[src/rtl/core/sid_pkg.sv]
// shared constants and types of the signed integer divider
`default_nettype none
package sid_pkg;

   localparam int unsigned DATA_WIDTH_DEFAULT = 32;

   // per-transaction flags that travel down the pipeline beside the data
   typedef struct packed {
      logic neg;   // quotient takes a negative sign
      logic dbz;   // divisor was zero
   } sid_ctrl_type;

   // rsp_tuser bit positions
   localparam int unsigned TUSER_SATURATED      = 0;
   localparam int unsigned TUSER_DIVIDE_BY_ZERO = 1;
   localparam int unsigned TUSER_WIDTH          = 2;

endpackage
`default_nettype wire

[src/rtl/core/signed_int_divider_top.sv]
// Signed integer divider, quotient truncated toward zero. One transaction is
// accepted per clock cycle while the pipeline is not stalled. An input stage
// takes the operand magnitudes, one restoring subtract stage per quotient bit
// follows, and an output stage fixes the sign and registers the result. When
// the result is not taken the whole pipeline holds and req_tready drops in the
// same cycle. The minimum dividend over minus one returns the maximum positive
// value with saturated set; a zero divisor returns quotient 0 with divide_by_zero
// set.
`default_nettype none
module signed_int_divider_top #(
   parameter int unsigned DATA_WIDTH = sid_pkg::DATA_WIDTH_DEFAULT,
   localparam int unsigned REQ_TDATA_WIDTH = ((2 * DATA_WIDTH + 7) / 8) * 8,
   localparam int unsigned RSP_TDATA_WIDTH = ((DATA_WIDTH + 7) / 8) * 8
) (
   input  wire logic                          clock,
   input  wire logic                          reset,
   input  wire logic                          req_tvalid,
   output logic                               req_tready,
   // dividend, divisor, zero fill
   input  wire logic [REQ_TDATA_WIDTH-1:0]    req_tdata,
   output logic                               rsp_tvalid,
   input  wire logic                          rsp_tready,
   // quotient, zero fill
   output logic [RSP_TDATA_WIDTH-1:0]         rsp_tdata,
   // saturated, divide_by_zero
   output logic [sid_pkg::TUSER_WIDTH-1:0]    rsp_tuser
);
   import sid_pkg::*;

   logic advance;

   logic                  valid_s [0:DATA_WIDTH];
   sid_ctrl_type          ctrl_s  [0:DATA_WIDTH];
   logic [DATA_WIDTH-1:0] rem_s   [0:DATA_WIDTH];
   logic [DATA_WIDTH-1:0] acc_s   [0:DATA_WIDTH];
   logic [DATA_WIDTH-1:0] dmag_s  [0:DATA_WIDTH];

   logic [DATA_WIDTH-1:0] quotient;
   logic                  saturated;
   logic                  divide_by_zero;

   // the pipeline moves as one whenever the result register is free or drained
   assign advance    = ~rsp_tvalid | rsp_tready;
   assign req_tready = advance;

   sid_prep #(.DATA_WIDTH(DATA_WIDTH)) u_prep (
      .clock     (clock),
      .reset     (reset),
      .advance   (advance),
      .in_valid  (req_tvalid),
      .dividend  (req_tdata[DATA_WIDTH-1:0]),
      .divisor   (req_tdata[2*DATA_WIDTH-1:DATA_WIDTH]),
      .out_valid (valid_s[0]),
      .out_ctrl  (ctrl_s[0]),
      .out_acc   (acc_s[0]),
      .out_dmag  (dmag_s[0])
   );

   assign rem_s[0] = '0;

   for (genvar i = 0; i < DATA_WIDTH; i++) begin : g_stage
      sid_stage #(.DATA_WIDTH(DATA_WIDTH)) u_stage (
         .clock     (clock),
         .reset     (reset),
         .advance   (advance),
         .in_valid  (valid_s[i]),
         .in_ctrl   (ctrl_s[i]),
         .in_rem    (rem_s[i]),
         .in_acc    (acc_s[i]),
         .in_dmag   (dmag_s[i]),
         .out_valid (valid_s[i+1]),
         .out_ctrl  (ctrl_s[i+1]),
         .out_rem   (rem_s[i+1]),
         .out_acc   (acc_s[i+1]),
         .out_dmag  (dmag_s[i+1])
      );
   end

   sid_post #(.DATA_WIDTH(DATA_WIDTH)) u_post (
      .clock              (clock),
      .reset              (reset),
      .advance            (advance),
      .in_valid           (valid_s[DATA_WIDTH]),
      .in_ctrl            (ctrl_s[DATA_WIDTH]),
      .in_quot            (acc_s[DATA_WIDTH]),
      .out_valid          (rsp_tvalid),
      .out_quotient       (quotient),
      .out_saturated      (saturated),
      .out_divide_by_zero (divide_by_zero)
   );

   assign rsp_tdata = RSP_TDATA_WIDTH'(quotient);

   always_comb begin
      rsp_tuser                       = '0;
      rsp_tuser[TUSER_SATURATED]      = saturated;
      rsp_tuser[TUSER_DIVIDE_BY_ZERO] = divide_by_zero;
   end

   // final remainders and divisor copies are only needed along the way
   logic unused_tail;
   assign unused_tail = ^{rem_s[DATA_WIDTH], dmag_s[DATA_WIDTH]};

   a_flags_exclusive: assert property (@(posedge clock) disable iff (reset)
      rsp_tvalid |-> !(saturated && divide_by_zero))
      else $error("saturated and divide_by_zero both set");

   a_dbz_zero: assert property (@(posedge clock) disable iff (reset)
      (rsp_tvalid && divide_by_zero) |-> (quotient == '0))
      else $error("divide by zero with nonzero quotient");

   a_sat_max: assert property (@(posedge clock) disable iff (reset)
      (rsp_tvalid && saturated) |-> (quotient == {1'b0, {(DATA_WIDTH-1){1'b1}}}))
      else $error("saturated result is not the maximum value");

   a_empty_after_reset: assert property (@(posedge clock)
      $past(reset) |-> !rsp_tvalid)
      else $error("result valid straight after reset");

   a_hold_on_stall: assert property (@(posedge clock) disable iff (reset)
      (valid_s[0] && !advance) |=> valid_s[0])
      else $error("pipeline entry lost during a stall");

endmodule
`default_nettype wire

[src/rtl/core/sid_prep.sv]
// input stage: operand magnitudes, sign and divide-by-zero detection
`default_nettype none
module sid_prep #(
   parameter int unsigned DATA_WIDTH = sid_pkg::DATA_WIDTH_DEFAULT
) (
   input  wire logic                    clock,
   input  wire logic                    reset,
   input  wire logic                    advance,
   input  wire logic                    in_valid,
   input  wire logic [DATA_WIDTH-1:0]   dividend,
   input  wire logic [DATA_WIDTH-1:0]   divisor,
   output logic                         out_valid,
   output sid_pkg::sid_ctrl_type        out_ctrl,
   output logic [DATA_WIDTH-1:0]        out_acc,
   output logic [DATA_WIDTH-1:0]        out_dmag
);
   import sid_pkg::*;

   logic                  valid_ff;
   sid_ctrl_type          ctrl_ff, ctrl_in;
   logic [DATA_WIDTH-1:0] acc_ff, acc_in;
   logic [DATA_WIDTH-1:0] dmag_ff, dmag_in;

   always_comb begin
      // the minimum value maps onto its unsigned magnitude
      acc_in       = dividend[DATA_WIDTH-1] ? (~dividend + 1'b1) : dividend;
      dmag_in      = divisor[DATA_WIDTH-1]  ? (~divisor + 1'b1)  : divisor;
      ctrl_in.neg  = dividend[DATA_WIDTH-1] ^ divisor[DATA_WIDTH-1];
      ctrl_in.dbz  = (divisor == '0);
   end

   always_ff @(posedge clock) begin
      if (reset) begin
         valid_ff <= 1'b0;
      end else if (advance) begin
         valid_ff <= in_valid;
      end
   end

   always_ff @(posedge clock) begin
      if (advance) begin
         ctrl_ff <= ctrl_in;
         acc_ff  <= acc_in;
         dmag_ff <= dmag_in;
      end
   end

   assign out_valid = valid_ff;
   assign out_ctrl  = ctrl_ff;
   assign out_acc   = acc_ff;
   assign out_dmag  = dmag_ff;

endmodule
`default_nettype wire

[src/rtl/core/sid_stage.sv]
// one restoring shift-and-subtract step with its pipeline register
`default_nettype none
module sid_stage #(
   parameter int unsigned DATA_WIDTH = sid_pkg::DATA_WIDTH_DEFAULT
) (
   input  wire logic                    clock,
   input  wire logic                    reset,
   input  wire logic                    advance,
   input  wire logic                    in_valid,
   input  wire sid_pkg::sid_ctrl_type   in_ctrl,
   input  wire logic [DATA_WIDTH-1:0]   in_rem,
   input  wire logic [DATA_WIDTH-1:0]   in_acc,
   input  wire logic [DATA_WIDTH-1:0]   in_dmag,
   output logic                         out_valid,
   output sid_pkg::sid_ctrl_type        out_ctrl,
   output logic [DATA_WIDTH-1:0]        out_rem,
   output logic [DATA_WIDTH-1:0]        out_acc,
   output logic [DATA_WIDTH-1:0]        out_dmag
);
   import sid_pkg::*;

   logic                  valid_ff;
   sid_ctrl_type          ctrl_ff;
   logic [DATA_WIDTH-1:0] rem_ff, rem_in;
   logic [DATA_WIDTH-1:0] acc_ff, acc_in;
   logic [DATA_WIDTH-1:0] dmag_ff;
   logic [DATA_WIDTH-1:0] rem_shift;
   logic [DATA_WIDTH:0]   diff;
   logic                  take;

   // acc holds the remaining dividend bits high and the quotient bits found so far low
   always_comb begin
      rem_shift = {in_rem[DATA_WIDTH-2:0], in_acc[DATA_WIDTH-1]};
      diff      = {1'b0, rem_shift} - {1'b0, in_dmag};
      take      = ~diff[DATA_WIDTH];
      rem_in    = take ? diff[DATA_WIDTH-1:0] : rem_shift;
      acc_in    = {in_acc[DATA_WIDTH-2:0], take};
   end

   always_ff @(posedge clock) begin
      if (reset) begin
         valid_ff <= 1'b0;
      end else if (advance) begin
         valid_ff <= in_valid;
      end
   end

   always_ff @(posedge clock) begin
      if (advance) begin
         ctrl_ff <= in_ctrl;
         rem_ff  <= rem_in;
         acc_ff  <= acc_in;
         dmag_ff <= in_dmag;
      end
   end

   assign out_valid = valid_ff;
   assign out_ctrl  = ctrl_ff;
   assign out_rem   = rem_ff;
   assign out_acc   = acc_ff;
   assign out_dmag  = dmag_ff;

endmodule
`default_nettype wire

[src/rtl/core/sid_post.sv]
// output stage: sign fix-up, zero result on divide by zero, clamping and the result register
`default_nettype none
module sid_post #(
   parameter int unsigned DATA_WIDTH = sid_pkg::DATA_WIDTH_DEFAULT
) (
   input  wire logic                    clock,
   input  wire logic                    reset,
   input  wire logic                    advance,
   input  wire logic                    in_valid,
   input  wire sid_pkg::sid_ctrl_type   in_ctrl,
   input  wire logic [DATA_WIDTH-1:0]   in_quot,
   output logic                         out_valid,
   output logic [DATA_WIDTH-1:0]        out_quotient,
   output logic                         out_saturated,
   output logic                         out_divide_by_zero
);
   import sid_pkg::*;

   localparam logic [DATA_WIDTH-1:0] QUOT_MAX = {1'b0, {(DATA_WIDTH-1){1'b1}}};

   logic                  valid_ff;
   logic [DATA_WIDTH-1:0] quot_ff, quot_in;
   logic                  sat_ff, sat_in;
   logic                  dbz_ff;

   always_comb begin
      sat_in  = 1'b0;
      quot_in = in_quot;
      priority if (in_ctrl.dbz) begin
         quot_in = '0;
      end else if (in_ctrl.neg) begin
         quot_in = ~in_quot + 1'b1;
      end else if (in_quot[DATA_WIDTH-1]) begin
         // only the minimum over minus one gets here
         quot_in = QUOT_MAX;
         sat_in  = 1'b1;
      end else begin
         quot_in = in_quot;
      end
   end

   always_ff @(posedge clock) begin
      if (reset) begin
         valid_ff <= 1'b0;
      end else if (advance) begin
         valid_ff <= in_valid;
      end
   end

   always_ff @(posedge clock) begin
      if (advance) begin
         quot_ff <= quot_in;
         sat_ff  <= sat_in;
         dbz_ff  <= in_ctrl.dbz;
      end
   end

   assign out_valid          = valid_ff;
   assign out_quotient       = quot_ff;
   assign out_saturated      = sat_ff;
   assign out_divide_by_zero = dbz_ff;

endmodule
`default_nettype wire

[config.mk]
export PLATFORM = sky130hd
export DESIGN_NAME = signed_int_divider_top
export DESIGN_NICKNAME = d
export VERILOG_FILES = /design/src/rtl/core/sid_pkg.sv /design/src/rtl/core/signed_int_divider_top.sv /design/src/rtl/core/sid_prep.sv /design/src/rtl/core/sid_stage.sv /design/src/rtl/core/sid_post.sv
export SDC_FILE = /design/constraint.sdc
export NUM_CORES = 2
export LEC_CHECK = 0
export CORE_ASPECT_RATIO = 1.1
export CORE_UTILIZATION = 55
export CTS_CLUSTER_DIAMETER = 150
export DETAILED_ROUTE_END_ITERATION = 10
export DONT_BUFFER_PORTS = 1
export PLACE_DENSITY = 0.73
export SYNTH_ARGS = -nofsm -noshare
export SYNTH_HDL_FRONTEND = slang
export SYNTH_SLANG_ARGS = --single-unit
[constraint.sdc]
create_clock -name clock -period 96.2 [get_ports clock]
set_input_delay 9.62 -clock clock [delete_from_list [all_inputs] [get_ports clock]]
set_output_delay 9.62 -clock clock [all_outputs]
set_load 0.03 [all_outputs]
* Yosys cells after proc, flatten, opt, wreduce, memory -nomap -nowiden
Index checks and enable logic that the tools add are counted.
Widths: inputs -> output; s select.
** Storage, ports and cells
- Output and inout bits :: 36
- Bits of input ports :: 68
- Word-level logic and storage cells :: 313
- Register bits after elaboration :: 3175
** Cells by class
- Reductions and logical operators :: 2
- $add $sub $neg :: 35
- Bitwise gates (word level) :: 38
- Multiplexer cells :: 36
** Operators with widths (number)
- $mux 31 :: 33
- $sub 32x32->33 :: 31
- $add 32x1->32 const B :: 3
- $not 32->32 :: 3
- $not 1->1 :: 33
- $sub 1x32->33 :: 1
- $logic_not 32->1 :: 1
- $mux 32 :: 1
- $mux 1 :: 2
- $reduce_or 2->1 :: 1
- $or 1x1->1 :: 1
- $xor 1x1->1 :: 1

* Longest topological paths before layout
- Word-level depth :: 3
- Gate-level depth with buffers :: 16
- Depth with buffers taken out :: 15

* Cells and area by module
Synthesis repeated with hierarchy kept, for this count alone.
** Unflattened totals
- Cell total of the unflattened synthesis :: 14542
- Area, all modules :: 171411.9 um2
** Modules (own cells, without submodules)
- sid_stage at g_stage[23].u_stage ... :: instances 14, seq. area each 2962.8 um2, cells an instance 425, area each 5151.2 um2
- sid_stage at g_stage[13].u_stage ... :: instances 11, seq. area each 2962.8 um2, cells an instance 451, area each 5208.7 um2
- sid_stage at g_stage[0].u_stage ... :: instances 4, seq. area each 2962.8 um2, cells an instance 451, area each 5211.2 um2
- sid_stage at g_stage[30].u_stage ... :: instances 3, seq. area each 2962.8 um2, cells an instance 441, area each 5129.9 um2
- sid_prep :: instances 1, seq. area each 2001.9 um2, cells an instance 265, area each 3420.8 um2
- sid_post :: instances 1, seq. area each 1041.0 um2, cells an instance 235, area each 2318.5 um2
- signed_int_divider_top :: instances 1, seq. area each 0.0 um2, cells an instance 4, area each 25.0 um2

* Least setup slack after synthesis
No wires, ideal clock.
- Kind :: input to output
- Start point :: input port rsp_tready
- End point :: output port req_tready
- Cell stages on the path :: 4
- Required time :: 86.580 ns
- Path slack :: -8.154 ns
- Arrival :: 94.734 ns
- Cell sequence :: nor2b_1 clkbuf_1 clkinv_1 clkbuf_1
** On the way
- Cells in the longest elaborated chain, start to end :: 1
** RTL lines
- from (decl) :: line signed_int_divider_top.sv:22 : input wire logic rsp_tready,
- $or 1x1->1 :: line signed_int_divider_top.sv:43 : assign advance = ~rsp_tvalid | rsp_tready;
- to (decl) :: line signed_int_divider_top.sv:18 : output logic req_tready,
Every way passes these cells.

* Worst setup path after layout
Ends and elaborated chain as after synthesis.

==> results.md <==
- Max FO, Critical Path: 79
- Routed WL: 298000 microns
- Status: completed
- CTS tree: yes
- Setup tns final: 0 ns
- 1st-iter DRT viols: 7540
- Sequential share of the synthesized area: between 60 and 70%
- EDFF count, synth: 3141
- Setup crit start kind: primary input
- Slowest stage delay, CP: 0.47 ns
- Hold Fails Final Rpt: 0
- Number of buffers created by CTS: 333
- Std-Cell Rows: 204
- P_leak: 70.1 nW
- PostCTS Resize Cnt: 0
- RSZ-0062 raised after global routing: no
- Fin nets: between 10000 and 15000
- Initial antenna violation count: 6
- Fin area: 171000 sq um
- Post-Synth XOR/XNOR Area: 4.65%
- Post-synthesis mux area share: between 2 and 3%
- GP Congestion: between 0.9 and 1
- Slew Limit Fails: 0
- GRT overflow: 0
- Yosys warning total: 0
- CP max-delay cell: inv_8
- Most common cell after layout, fill and taps aside: edfxtp_1
- DP Wirelength: 214000 microns
- Reg clk slew, reported paths: 0.06 ns
- Dominant combinational cell family by area after synthesis: compound AO/OA/AOI/OAI gates
- Starting Density: a little under three fifths
- # port buffers: 0
- Critical Path AT: 10.42 ns
- Power Density: between 30 and 40 nW/um^2
- Max frequency: roughly 0.050 GHz
- CP endpoint kind: primary output
- Simple-gate share of the synthesized area: roughly 7%
- Top_reg_cell synth: edfxtp_1
- I/O Pins: between 100 and 150
- CTS Sinks: 3175
- Synthesized flop and latch total: ~3200
- Least-Margin Pin Slew: roughly 1.2 ns
- Synth Area in Compound Gates: between 10% and 20%
- Critical path cell sequence: nor2b_2 > buf_4 > inv_8
- Post-route ant nets: 0
- Core area: roughly 280000 sq um
- Die Area: 284000 sq um
- Maximum vdd drop: 0.0201 mV
- Most frequent cells in the layout: edfxtp_1, inv_1, a21oi_1
- WS Path Type: in -> out
- Worst Skew: 0.0686 ns
- Clock Latency Late Sink: 0.90 ns
- Period minus WS final: roughly 20 ns
- Distinct cells, synth: 93
- Vias in the first global route: around 95000
- Clk buf depth: 4
- Post-synth ARST share: 0%
- DR vias: 94434
- Die W: a little over 500 microns
- GRT Overall Usage: 20.6%
- # setup viols final: 0
- Avg WL per Cell: 18.0 microns
- Critical Path RT: 86.58 ns
- Max-Cap Viols: 0
- Worst Hold Class: reg -> reg
- Placed instance count: 15909
- Rel. slew slack: 19.6%
- First-pass GRT wire length: between 400000 and 500000 microns
- DRT Pass-1 Iters: 8
- Die Ht: 559 microns
- Largest net degree at the start of global routing: between 150 and 200
- DR vias/cell: 5.72
- # Post-CTS Setup Buffers: 0
- Synthesis-to-finish area growth: 9.98%
- Final Non-Filler Cells: 16519
- Fin crit share: a little over a fifth
- Mapped Cells: 12347
- Root buffer cell: clkbuf_16
- Cts hold-fix bufs: 0
- DRC violations left: 0
- Placed cell area: between 150000 and 200000 sq um
- H-tree depth: 5
- Fraction of layout instances using a drive strength above 1: 7.56%
- Mapped cell area: 155000 sq um
- Avg Cell Area, Syn: between 10 and 15 sq um
- Post-synthesis adder-cell area fraction: under 10%
[through the flow]
step	util (%)	power, mW	hold WS [ns]	setup slack, ns
after floorplan	-	4.15	0.400	37.49
after global placement	56.9	4.64	0.400	76.16
after detailed placement	56.9	4.74	0.405	76.14
after CTS	60.8	6.05	0.388	76.14
after global routing	60.8	6.43	0.394	76.08
final	60.8	6.04	0.391	76.16
[critical path, delay by kind of cell]
| family | cells | cell delay [ns] |
|---|---|---|
| buffers and inverters | 2 | 0.71 |
| AND/OR/NAND/NOR | 1 | 0.02 |
[final cells by class]
class                   instances  area [sq um]
clock inverters               203          2270
well taps                    3708          4640
flip-flops and latches       3175         95000
inverters                    1202          4520
clock buffers                 391          8590
multi-input cells            7756         55100
repair buffers                 68           598
fillers                     21156        110000
diodes                         16          40.0
[final timing paths]
kind	from	end	slack [ns]	cells past startpoint
hold / removal	g_stage[11].u_stage.out_acc[12]	g_stage[12].u_stage.out_acc[13]	0.39	0
hold reg to reg	g_stage[11].u_stage.out_acc[12]	g_stage[12].u_stage.out_acc[13]	0.39	0
setup / recovery	rsp_tready	req_tready	76.16	3
setup reg to reg	u_post.out_valid	g_stage[0].u_stage.out_rem[28]	88.43	11
[sequential cells by signal, summed over array words and instances, names as in the netlist]
| signal | count |
|---|---|
| g_stage.u_stage.out_acc | 1024 |
| g_stage.u_stage.out_ctrl | 64 |
| g_stage.u_stage.out_dmag | 992 |
| g_stage.u_stage.out_rem | 961 |
| g_stage.u_stage.out_valid | 32 |
| u_post.out_divide_by_zero | 1 |
| u_post.out_quotient | 32 |
| u_post.out_saturated | 1 |
| u_post.out_valid | 1 |
| u_prep.out_acc | 32 |
| u_prep.out_ctrl | 2 |
| u_prep.out_dmag | 32 |
| u_prep.out_valid | 1 |
[routing by layer]
metal | part of all wire (%) | vias to the layer above | track usage, %
li1 | - | 45903 | -
met1 | 41 | 45419 | 25.6
met2 | 50 | 2407 | 36.0
met3 | 4.8 | 705 | 3.11
met4 | 3.9 | 0 | 8.33
met5 | 0 | - | 0
[Yosys cell counts (23+ instances only)]
master    count  area, sq um
o31ai_1      88          661
nand4_1      75          469
inv_1      1199         4500
o21bai_1     80          601
o21a_1      163         1220
o41ai_1      23          201
nor2b_1     129          807
a211oi_1     82          616
buf_2        55          275
nand3_1     149          746
a311oi_1     23          201
o21ai_0     737         3690
mux2i_1      29          290
nor4_1       30          188
mux2_2      328         3690
and2_1       39          244
dfxtp_1      34          681
nor3_1      103          515
nand2_1     808         3030
a21boi_0     34          255
or3_1        49          307
xor2_1      323         2830
and3_1       76          475
a31oi_1      79          494
a211o_1      33          289
edfxtp_1   3141        94300
o31a_1       42          368
xnor2_1     502         4400
clkbuf_1    161          604
a21oi_1    1028         5140
nand2b_1    137          857
fa_1         30          601
nor2_1      717         2690
o211ai_1     40          300
or2_2        30          188
a21o_1      419         3150
ha_1        996        12500
[logic make-up (layout without fill, tap and decap cells)]
family,count (synthesis),after routing
flops,3175,3175
simple gates,2420,2420
fa+ha+maj,1026,1026
buf+inv,1430,1864
mux,357,357
other cells,1,31
xor+xnor,825,825
compound gates,3113,3113
[report_power, final]
part | switching, mW | internal (mW)
clock | 0.528 | 0.748
combinational | 1.36 | 1.08
sequential | 0.225 | 2.10
total | 2.12 | 3.92
Note: power is estimated with default switching activity, not from simulation.
